==> src/rsla_pkg.sv <==
package rsla_pkg;

    // Configuration register indexes
    localparam logic [3:0] CFG_BATTERY_ON    = 4'd0;
    localparam logic [3:0] CFG_BATTERY_OFF   = 4'd1;
    localparam logic [3:0] CFG_HEARTBEAT_ON  = 4'd2;
    localparam logic [3:0] CFG_HEARTBEAT_OFF = 4'd3;
    localparam logic [3:0] CFG_READY_ON      = 4'd4;
    localparam logic [3:0] CFG_READY_PERIOD  = 4'd5;
    localparam logic [3:0] CFG_FAST_TOGGLE   = 4'd6;
    localparam logic [3:0] CFG_MIN_LAP       = 4'd7;

    // Timer status codes
    localparam logic [1:0] TS_READY   = 2'd0;
    localparam logic [1:0] TS_RUNNING = 2'd1;
    localparam logic [1:0] TS_DISPLAY = 2'd2;
    localparam logic [1:0] TS_UNUSED  = 2'd3;

    // Battery color thresholds in percent
    localparam logic [6:0] PCT_RED_BELOW    = 7'd10;
    localparam logic [6:0] PCT_YELLOW_BELOW = 7'd20;
    localparam logic [6:0] PCT_VIOLET_BELOW = 7'd30;
    localparam logic [6:0] PCT_ORANGE_BELOW = 7'd50;

    // LED levels
    localparam logic [7:0] LEVEL_FULL   = 8'd255;
    localparam logic [7:0] LEVEL_ORANGE = 8'd140;
    localparam logic [7:0] LEVEL_OFF    = 8'd0;

    localparam logic [31:0] BEAM_TOGGLE_MS = 32'd500;

    // Reset values of the configuration registers
    localparam logic [15:0] RST_BATTERY_ON    = 16'd500;
    localparam logic [15:0] RST_BATTERY_OFF   = 16'd500;
    localparam logic [15:0] RST_HEARTBEAT_ON  = 16'd100;
    localparam logic [15:0] RST_HEARTBEAT_OFF = 16'd2900;
    localparam logic [15:0] RST_READY_ON      = 16'd100;
    localparam logic [15:0] RST_READY_PERIOD  = 16'd1000;
    localparam logic [15:0] RST_FAST_TOGGLE   = 16'd100;
    localparam logic [23:0] RST_MIN_LAP       = 24'd5000;

    // Display window = min_lap / 1000 via reciprocal: ceil(2^34 / 1000),
    // exact for every 24-bit dividend.
    localparam int          DISP_SHIFT   = 34;
    localparam int          PROD_W       = 49;
    localparam int          WINDOW_W     = 15;
    localparam logic [24:0] DISP_RECIP   = 25'd17179870;
    localparam logic [14:0] RST_WINDOW   = 15'(RST_MIN_LAP / 1000);

    typedef struct packed {
        logic        lit;
        logic [31:0] mark;
    } blink_t;

    // Two-phase blink: lit for on_t, dark for off_t
    function automatic blink_t blink_step(input blink_t cur, input logic [31:0] now,
                                          input logic [31:0] on_t,
                                          input logic [31:0] off_t);
        blink_t      res;
        logic [31:0] el;
        res = cur;
        el  = now - cur.mark;
        if (cur.lit) begin
            if (el >= on_t) begin
                res.lit  = 1'b0;
                res.mark = now;
            end
        end else begin
            if (el >= off_t) begin
                res.lit  = 1'b1;
                res.mark = now;
            end
        end
        return res;
    endfunction

    // Flip lit once the interval has passed since the mark
    function automatic blink_t toggle_step(input blink_t cur, input logic [31:0] now,
                                           input logic [31:0] iv);
        blink_t res;
        res = cur;
        if ((now - cur.mark) >= iv) begin
            res.lit  = ~cur.lit;
            res.mark = now;
        end
        return res;
    endfunction

endpackage

==> src/rgb_status_led_arbiter.sv <==
// RGB status LED arbiter.
// Input channel (s_valid/s_ready): one beat per update tick carrying the
// millisecond timestamp, battery percent, timer status, race time, display
// start time, beam-lost flag and sensor level.
// Result channel (m_valid/m_ready): one beat per tick with red and green PWM
// levels and the blue on bit.
// Configuration channel (cfg_valid/cfg_ready, cfg_index, cfg_data): always
// ready; the user writes only while no tick is in flight, and the block does
// not enforce this. Unknown indexes are ignored. Pipeline: input register,
// then combinational evaluation, then the result register.
// Throughput: one tick per cycle unless the receiver stalls; the blink
// state is updated in the same cycle that writes the result register, so
// ticks run back to back. When the receiver stalls, the result register
// holds, the input register fills, and s_ready drops until the result beat
// is taken. Reset (aresetn low, synchronous) empties both registers, clears
// all blink state and loads the default timing values.
module rgb_status_led_arbiter (
    input  logic        aclk,
    input  logic        aresetn,
    input  logic        cfg_valid,
    output logic        cfg_ready,
    input  logic [3:0]  cfg_index,
    input  logic [23:0] cfg_data,
    input  logic        s_valid,
    output logic        s_ready,
    input  logic [31:0] s_now_ms,
    input  logic [6:0]  s_battery_percent,
    input  logic [1:0]  s_timer_status,
    input  logic [31:0] s_race_time_ms,
    input  logic [31:0] s_display_start_ms,
    input  logic        s_beam_lost,
    input  logic        s_sensor_level,
    output logic        m_valid,
    input  logic        m_ready,
    output logic [7:0]  m_red_level,
    output logic [7:0]  m_green_level,
    output logic        m_blue_on
);

    // Configuration registers
    logic [15:0] battery_on_reg, battery_off_reg, heartbeat_on_reg, heartbeat_off_reg;
    logic [15:0] ready_on_reg, ready_period_reg, fast_toggle_reg;
    logic [23:0] min_lap_reg;
    logic [rsla_pkg::WINDOW_W-1:0] window_reg;
    logic [rsla_pkg::PROD_W-1:0]   window_prod;

    // Input stage
    logic        stage_valid_reg;
    logic [31:0] in_now_reg, in_race_reg, in_disp_reg;
    logic [6:0]  in_pct_reg;
    logic [1:0]  in_status_reg;
    logic        in_beam_reg, in_sensor_reg;

    // Blink state
    rsla_pkg::blink_t bb_reg, hb_reg, op_reg, beam_reg;
    rsla_pkg::blink_t bb_next, hb_next, op_next, beam_next, op_clr;
    logic [1:0]  prev_status_reg;

    // Result register
    logic        m_valid_reg;
    logic [7:0]  red_reg, green_reg;
    logic        blue_reg;
    logic [7:0]  red_next, green_next;
    logic        blue_next;

    logic        out_free, advance;
    logic        healthy, is_yellow, is_violet, is_orange;
    logic [31:0] ready_off;

    assign cfg_ready = 1'b1;
    assign out_free  = !m_valid_reg || m_ready;
    assign advance   = stage_valid_reg && out_free;
    assign s_ready   = !stage_valid_reg || out_free;

    assign window_prod = rsla_pkg::PROD_W'(cfg_data) * rsla_pkg::PROD_W'(rsla_pkg::DISP_RECIP);

    // Write configuration registers; the display window is derived on write
    always_ff @(posedge aclk) begin
        if (!aresetn) begin
            battery_on_reg    <= rsla_pkg::RST_BATTERY_ON;
            battery_off_reg   <= rsla_pkg::RST_BATTERY_OFF;
            heartbeat_on_reg  <= rsla_pkg::RST_HEARTBEAT_ON;
            heartbeat_off_reg <= rsla_pkg::RST_HEARTBEAT_OFF;
            ready_on_reg      <= rsla_pkg::RST_READY_ON;
            ready_period_reg  <= rsla_pkg::RST_READY_PERIOD;
            fast_toggle_reg   <= rsla_pkg::RST_FAST_TOGGLE;
            min_lap_reg       <= rsla_pkg::RST_MIN_LAP;
            window_reg        <= rsla_pkg::RST_WINDOW;
        end else if (cfg_valid && cfg_ready) begin
            case (cfg_index)
                rsla_pkg::CFG_BATTERY_ON:    battery_on_reg    <= cfg_data[15:0];
                rsla_pkg::CFG_BATTERY_OFF:   battery_off_reg   <= cfg_data[15:0];
                rsla_pkg::CFG_HEARTBEAT_ON:  heartbeat_on_reg  <= cfg_data[15:0];
                rsla_pkg::CFG_HEARTBEAT_OFF: heartbeat_off_reg <= cfg_data[15:0];
                rsla_pkg::CFG_READY_ON:      ready_on_reg      <= cfg_data[15:0];
                rsla_pkg::CFG_READY_PERIOD:  ready_period_reg  <= cfg_data[15:0];
                rsla_pkg::CFG_FAST_TOGGLE:   fast_toggle_reg   <= cfg_data[15:0];
                rsla_pkg::CFG_MIN_LAP: begin
                    min_lap_reg <= cfg_data;
                    window_reg  <= window_prod[rsla_pkg::PROD_W-1:rsla_pkg::DISP_SHIFT];
                end
                default: ;
            endcase
        end
    end

    // Capture the input beat
    always_ff @(posedge aclk) begin
        if (!aresetn) begin
            stage_valid_reg <= 1'b0;
        end else if (s_ready) begin
            stage_valid_reg <= s_valid;
        end
        if (s_valid && s_ready) begin
            in_now_reg    <= s_now_ms;
            in_pct_reg    <= s_battery_percent;
            in_status_reg <= s_timer_status;
            in_race_reg   <= s_race_time_ms;
            in_disp_reg   <= s_display_start_ms;
            in_beam_reg   <= s_beam_lost;
            in_sensor_reg <= s_sensor_level;
        end
    end

    assign ready_off = {16'd0, ready_period_reg} - {16'd0, ready_on_reg};

    // Evaluate one tick
    always_comb begin
        healthy   = in_pct_reg >= rsla_pkg::PCT_ORANGE_BELOW;
        is_yellow = in_pct_reg inside {[rsla_pkg::PCT_RED_BELOW :
                                        rsla_pkg::PCT_YELLOW_BELOW - 7'd1]};
        is_violet = in_pct_reg inside {[rsla_pkg::PCT_YELLOW_BELOW :
                                        rsla_pkg::PCT_VIOLET_BELOW - 7'd1]};
        is_orange = in_pct_reg inside {[rsla_pkg::PCT_VIOLET_BELOW :
                                        rsla_pkg::PCT_ORANGE_BELOW - 7'd1]};

        // battery path: one blink runs, the other is held dark at now
        if (healthy) begin
            bb_next.lit  = 1'b0;
            bb_next.mark = in_now_reg;
            hb_next = rsla_pkg::blink_step(hb_reg, in_now_reg, {16'd0, heartbeat_on_reg},
                                           {16'd0, heartbeat_off_reg});
        end else begin
            hb_next.lit  = 1'b0;
            hb_next.mark = in_now_reg;
            bb_next = rsla_pkg::blink_step(bb_reg, in_now_reg, {16'd0, battery_on_reg},
                                           {16'd0, battery_off_reg});
        end

        // operation path: restart on status change
        op_clr = op_reg;
        if (in_status_reg != prev_status_reg) begin
            op_clr.lit  = 1'b0;
            op_clr.mark = 32'd0;
        end
        op_next = op_clr;
        case (in_status_reg)
            rsla_pkg::TS_READY: begin
                op_next = rsla_pkg::blink_step(op_clr, in_now_reg, {16'd0, ready_on_reg},
                                               ready_off);
            end
            rsla_pkg::TS_RUNNING: begin
                if (in_race_reg < {8'd0, min_lap_reg}) begin
                    op_next = rsla_pkg::toggle_step(op_clr, in_now_reg,
                                                    {16'd0, fast_toggle_reg});
                end else begin
                    op_next.lit = 1'b1;
                end
            end
            rsla_pkg::TS_DISPLAY: begin
                if ((in_now_reg - in_disp_reg) < {17'd0, window_reg}) begin
                    op_next = rsla_pkg::toggle_step(op_clr, in_now_reg,
                                                    {16'd0, fast_toggle_reg});
                end else begin
                    op_next.lit = 1'b1;
                end
            end
            default: ;
        endcase

        // beam path: frozen while the beam is present
        beam_next = beam_reg;
        if (in_beam_reg) begin
            beam_next = rsla_pkg::toggle_step(beam_reg, in_now_reg, rsla_pkg::BEAM_TOGGLE_MS);
        end

        // arbitrate channels
        if (!healthy) begin
            red_next = bb_next.lit ? rsla_pkg::LEVEL_FULL : rsla_pkg::LEVEL_OFF;
        end else begin
            red_next = op_next.lit ? rsla_pkg::LEVEL_FULL : rsla_pkg::LEVEL_OFF;
        end
        green_next = rsla_pkg::LEVEL_OFF;
        if (bb_next.lit && is_yellow) begin
            green_next = rsla_pkg::LEVEL_FULL;
        end else if (bb_next.lit && is_orange) begin
            green_next = rsla_pkg::LEVEL_ORANGE;
        end
        if (in_beam_reg) begin
            blue_next = beam_next.lit;
        end else if (healthy) begin
            blue_next = hb_next.lit;
        end else if (is_violet) begin
            blue_next = bb_next.lit;
        end else begin
            blue_next = !in_sensor_reg;
        end
    end

    // Advance state and the result register
    always_ff @(posedge aclk) begin
        if (!aresetn) begin
            m_valid_reg     <= 1'b0;
            bb_reg          <= '0;
            hb_reg          <= '0;
            op_reg          <= '0;
            beam_reg        <= '0;
            prev_status_reg <= rsla_pkg::TS_READY;
        end else begin
            if (out_free) begin
                m_valid_reg <= stage_valid_reg;
            end
            if (advance) begin
                bb_reg          <= bb_next;
                hb_reg          <= hb_next;
                op_reg          <= op_next;
                beam_reg        <= beam_next;
                prev_status_reg <= in_status_reg;
            end
        end
        if (advance) begin
            red_reg   <= red_next;
            green_reg <= green_next;
            blue_reg  <= blue_next;
        end
    end

    assign m_valid       = m_valid_reg;
    assign m_red_level   = red_reg;
    assign m_green_level = green_reg;
    assign m_blue_on     = blue_reg;

    // Input stage blocks only behind a stalled result
    assert property (@(posedge aclk) disable iff (!aresetn)
        !s_ready |-> (stage_valid_reg && m_valid_reg && !m_ready))
        else $error("input stalled without a blocked result");

    // Reset empties the pipeline
    assert property (@(posedge aclk)
        !aresetn |=> (!m_valid_reg && !stage_valid_reg))
        else $error("pipeline not empty after reset");

    // Any green comes with full red
    assert property (@(posedge aclk) disable iff (!aresetn)
        (m_valid_reg && green_reg != rsla_pkg::LEVEL_OFF) |-> (red_reg == rsla_pkg::LEVEL_FULL))
        else $error("green lit without red");

    // A change into the unused status leaves the operation blink dark
    assert property (@(posedge aclk) disable iff (!aresetn)
        (advance && in_status_reg != prev_status_reg &&
         in_status_reg == rsla_pkg::TS_UNUSED) |=> !op_reg.lit)
        else $error("operation blink not cleared on status change");

endmodule
==> config.mk <==
export PLATFORM = sky130hd
export DESIGN_NAME = rgb_status_led_arbiter
export DESIGN_NICKNAME = d
export VERILOG_FILES = /design/src/rsla_pkg.sv /design/src/rgb_status_led_arbiter.sv
export SDC_FILE = /design/constraint.sdc
export NUM_CORES = 2
export LEC_CHECK = 0
export CORE_ASPECT_RATIO = 1.2
export CORE_MARGIN = 2
export CORE_UTILIZATION = 40
export CTS_CLUSTER_DIAMETER = 50
export DETAILED_ROUTE_END_ITERATION = 7
export DONT_BUFFER_PORTS = 1
export SLEW_MARGIN = 25
export SYNTH_ARGS = -nofsm -noshare
export SYNTH_HDL_FRONTEND = slang
export SYNTH_SLANG_ARGS = --single-unit
==> constraint.sdc <==
create_clock -name aclk -period 8.4 [get_ports aclk]
set_input_delay 0.42 -clock aclk [delete_from_list [all_inputs] [get_ports aclk]]
set_output_delay 0.42 -clock aclk [all_outputs]
set_load 0.02 [all_outputs]
-- Word-level counts from Yosys, hierarchy flattened
Index checks and enable logic that the tools add are counted.
Widths: inputs -> output; s select.
- flip-flop bits (word level): 411
- input port bits: 140
- output and inout bits: 20
- word-level logic and storage cells: 122
- add/subtract/negate cells: 6
- $mul: 1
- magnitude comparators: 17
- equal/unequal tests: 13
- muxes and demuxes: 27
- bitwise operators: 2
- reduce and logical (&&, ||, !) cells: 26
- operators by type and width (cell ; number):
    $mux 33 ; 15
    $ge 32x16->1 ; 6
    $sub 32x32->32 ; 5
    $pmux 33 s3 ; 1
    $mux 32 ; 2
    $mul 24x24->48 const B ; 1
    $ge 32x32->1 ; 1
    $ge 32x9->1 const B ; 1
    $lt 32x15->1 ; 1
    $lt 32x24->1 ; 1
    $mux 8 ; 4
    $sub 16x16->17 ; 1
    $eq 4x3->1 const B ; 4
    $reduce_and 2->1 ; 8
    $ge 7x5->1 const B ; 2
    $le 7x5->1 const B ; 2
    $reduce_and 3->1 ; 3
    $eq 4x2->1 const B ; 2
    $ge 7x4->1 const B ; 1
    $ge 7x6->1 const B ; 1
    $le 7x6->1 const B ; 1
    $logic_and 1x1->1 ; 7
    $ne 3x2->1 const B ; 2
    $mux 1 ; 5
    11 further kinds ; 15

-- Logic depth before layout (Yosys ltp)
- depth in word-level cells: 9
- depth in mapped cells: 30
- depth with buffers taken out: 29

-- Worst setup path after synthesis
No wires, ideal clock.
- path kind: input-to-reg
- start point: input port cfg_data[19]
- end point: register window_reg[12] in the netlist's numbering
- data arrival time: 6.443 ns
- data required time: 8.304 ns
- setup slack: 1.861 ns
- cell stages on the path: 24
- cell sequence: fa_1 -> inv_1 -> fa_1 -> inv_1 -> ha_1 -> fa_1 -> fa_1 -> fa_1 -> inv_1 -> fa_1 -> inv_1 -> ha_1 -> a21o_1 -> a21o_1 -> a21o_1 -> a21o_1 -> a211oi_1 -> o211ai_1 -> a31oi_1 -> o21ai_1 -> a211oi_1 -> nor2b_1 -> or3_1 -> o311ai_1
- longest elaborated chain between the ends: 1
- ends and longest elaborated chain (element ; RTL line ; text):
    start: declaration ; rgb_status_led_arbiter.sv:23 ; input logic [23:0] cfg_data,
    $mul 24x24->48 ; rgb_status_led_arbiter.sv:75 ; assign window_prod = rsla_pkg::PROD_W'(cfg_data) * rsla_pkg::PROD_W'(rsla_pkg::DISP_RECIP);
    end signal: assignment ; rgb_status_led_arbiter.sv:88 ; window_reg <= rsla_pkg::RST_WINDOW;
    end signal: assignment ; rgb_status_led_arbiter.sv:100 ; window_reg <= window_prod[rsla_pkg::PROD_W-1:rsla_pkg::DISP_SHIFT];
    end: declaration ; rgb_status_led_arbiter.sv:44 ; logic [rsla_pkg::WINDOW_W-1:0] window_reg;
Every way passes these cells.
A chain may end at the register's enable or synchronous reset.

-- Worst setup path in the final report
- start point: register in_status_reg[1]
- end point: register op_reg[3] in the netlist's numbering
- longest elaborated chain between the ends: 7
- elaborated cells between the ends (all ways): 16
- ends and longest elaborated chain (element ; RTL line ; text):
    start: declaration ; rgb_status_led_arbiter.sv:51 ; logic [1:0] in_status_reg;
    start signal: assignment ; rgb_status_led_arbiter.sv:117 ; in_status_reg <= s_timer_status;
    $ne 2x2->1 ; rgb_status_led_arbiter.sv:152 ; if (in_status_reg != prev_status_reg) begin
    $mux 33 ; rgb_status_led_arbiter.sv:152 ;
    $sub 32x32->32 ; rsla_pkg.sv:62, rsla_pkg.sv:82 ;
    $ge 32x16->1, or another cell as far along ; rsla_pkg.sv:82 ; if ((now - cur.mark) >= iv) begin
    $mux 33, on equally long branches ; rsla_pkg.sv:82, rsla_pkg.sv:64, rsla_pkg.sv:69 ;
    $mux 32, or another cell as far along ; rgb_status_led_arbiter.sv:171 ; if ((in_now_reg - in_disp_reg) < {17'd0, window_reg}) begin
    $pmux 33 s3 * ; rgb_status_led_arbiter.sv:157 ; case (in_status_reg)
    end signal: assignment ; rgb_status_led_arbiter.sv:226 ; op_reg <= op_next;
    end: declaration ; rgb_status_led_arbiter.sv:55 ; rsla_pkg::blink_t bb_reg, hb_reg, op_reg, beam_reg;
Every way passes the cells marked *; elsewhere a longest branch is shown, timed or not.

==> results.cfg <==
[run_status]
outcome = completed

[sta]
relSlewSlack = 0.340
hold_viol = 0
tightest_slew_ns = 0.965
layout_min_cycle_time_ns = 6.68
setup_viol_count_final = 0
fin_ws_ns = 1.72
fmax_ghz = 0.150
slew_viol_final = 0
finalCritPeriodShare = 0.796
fin_tns_setup_ns = 0
finClkSkew_ns = 0.0390
grt_setup_unrepaired = false

[synth]
synth_area_sq_mm = 0.0370
yosys_warnings = 0
synthCells = 4298
ys_ff_latch = 397
synth_nets = 5212
synthTopCellsByArea = ha_1 20%, dfxtp_1 16%, fa_1 9.8%
synth_ff_type = dfxtp_1
yosysTopAreaCellShare = 0.201
netlist-cell-type-count = 100
synth_edf_count = 110
synth_top_cell_by_area = ha_1
synth_area_per_cell_sq_um = 8.60
async_reset_ff_frac = 0
ys_seq_area_frac = 0.245

[clocking]
cts_buffers = 66
cts-root-buf = clkbuf_16
clk_pin_slew_ns = 0.05
clock_path_buffers = 3
post_cts_buffers = 0
htree_levels = 3
holdBufCountCts = 134
clock_sinks = 397
cts_resized = 0
insertion_delay_ns = 0.62
cts_tree = yes

[drt]
drt_first_pass_iters = 6
drtIter0Drc = 1630
num_vias = 30200
vias_per_cell = 5.32
wl_per_cell_um = 18.5
ant_nets = 0
routed_wl_mm = 105
route.detailed.drc = 0

[floorplan]
dieHeight_um = 337
die_area_sq_mm = 0.0949
ios = 160
core_sq_mm = 0.0919
start_util = 0.402
rows = 122
die_w_um = 282

[worst_setup_path]
cp_common_cell = ha_1
crit_slowest_cell = nor2_4
arrival_ns = 7.16
crit_type = flop to flop
path_max_fanout = 35
cp-start-kind = flop
cp_cell_sequence = xor2_1 > nor2_4 > nand2_1 > ha_1 > a21oi_1 > o21ai_1 > a221o_1 > a211oi_1 > xnor2_1 > ha_1 > nand4_1 > nor4_1 > o2111ai_1 > a31oi_1 > o21ai_0 > nor3_1 > o21ai_2 > a21oi_2 > a211oi_4 > buf_4 > a32o_2
cp_data_required_time_ns = 8.88
max_stage_delay_ns = 0.62
endpoint_kind = flop
cp_top_family = compound AO/OA/AOI/OAI gates
cp.buffers_inverters = 1

[layout]
stdcell_count = 5674
layout-area-overhead-vs-synth_pct = 12.7
mostFrequentLayoutCells = 659 x inv_1, 593 x ha_1, 453 x nand2_1
nets = 5295
final_util = 0.453
final_common_cell = inv_1
nFillCells = 9195
drive_above_1_share = 0.0517

[place]
port_buffers = 0
place_ws_ns = 1.32
dp.cells = 5419
place_congestion = 0.940
dp_hpwl_mm = 77.3

[grt]
grt_pass1_wl_mm = 164
grt-ovfl-total = 0
grt_antenna_before_repair = 4
grtUsageTotal = 0.221
grt_start_max_net_pins = 74
grt_pass1_vias = 29700

[pwr]
power_mw = 9.51
power-per-cell-area_mw_per_mm2 = 228
irDropWorstVdd_v = 0.000278
power.leakage_nw = 18.4

[flow_run]
maxCapViolations = 0

[hold_path]
hold_class = primary input to flop
-- power by group --
part           switching (mW)  leakage, nW  internal [mW]
clock                    1.04         1.08           1.61
sequential             0.0529         3.40           2.04
combinational            2.67         13.9           2.09
total                    3.76         18.4           5.74
-- stage by stage --
stage / area (sq um) / hold slack [ns]
after floorplan: 37000 / 0.432
after global placement: 38100 / 0.440
after detailed placement: 38100 / 0.447
after CTS: 41700 / 0.00736
after global routing: 41700 / 0.0711
final: 41700 / 0.0503
-- cell usage after synthesis (12+ instances only) --
cell type,number
fa_1,181
ha_1,593
nor2_1,192
o21ai_0,122
a32o_2,30
nor3_1,53
o21a_1,33
or3_1,23
buf_2,13
clkbuf_1,104
buf_4,27
nand3b_1,14
nand2b_1,45
a211oi_1,32
nor2b_1,34
a2111oi_0,22
edfxtp_1,110
and3_1,16
o21ai_1,60
inv_1,659
dfxtp_1,287
o211ai_1,59
o21bai_1,12
a31oi_1,25
xnor2_1,75
and2_1,20
xor2_1,46
a21o_1,124
nand4_1,47
mux2i_1,75
nand2_1,453
nand3_1,105
nor4_1,21
a21oi_1,354
-- metal layers --
metal / part of all wire / vias up / global-route usage
li1: - / 15100 / -
met1: 0.43 / 14400 / 0.273
met2: 0.50 / 555 / 0.399
met3: 0.042 / 157 / 0.0277
met4: 0.026 / 4 / 0.0701
met5: 0.00023 / - / 0
-- area by class of cell --
| cell class | count | area (sq um) | area share |
|---|---|---|---|
| multi-input combinational | 3078 | 24700 | 0.594 |
| sequential | 397 | 9050 | 0.217 |
| inverter | 662 | 2490 | 0.0598 |
| clock buffer | 83 | 1870 | 0.0449 |
| timing repair buffer | 176 | 1670 | 0.0402 |
| tap | 1240 | 1550 | 0.0372 |
| clock inverter | 37 | 293 | 0.00703 |
| antenna | 1 | 2.50 | 0.0000601 |
-- logic make-up (layout without fill, tap and decap cells) --
| kind of cell | Yosys count | count (layout) | share of synthesized area |
|---|---|---|---|
| xor+xnor | 121 | 121 | 0.0287 |
| simple gates | 1075 | 1075 | 0.137 |
| flops | 397 | 397 | 0.245 |
| buf+inv | 823 | 958 | 0.0880 |
| compound gates | 1027 | 1027 | 0.181 |
| other cells | 1 | 2 | 0.000101 |
| fa+ha+maj | 774 | 774 | 0.299 |
| mux | 80 | 80 | 0.0218 |
-- worst paths after layout --
| path | startpoint | endpoint | slack (ns) | cells past startpoint |
|---|---|---|---|---|
| worst min register to register | window_reg[3]$_SDFFE_PN0P_ | window_reg[3]$_SDFFE_PN0P_ | 0.45 | 2 |
| worst min-delay path | aresetn | window_reg[13]$_SDFFE_PN0P_ | 0.05 | 2 |
| worst max register to register | in_status_reg[1]$_DFFE_PP_ | op_reg[3]$_SDFFE_PN0P_ | 1.72 | 21 |
| worst max-delay path | in_status_reg[1]$_DFFE_PP_ | op_reg[3]$_SDFFE_PN0P_ | 1.72 | 21 |
(Power assumes the default switching activity.)
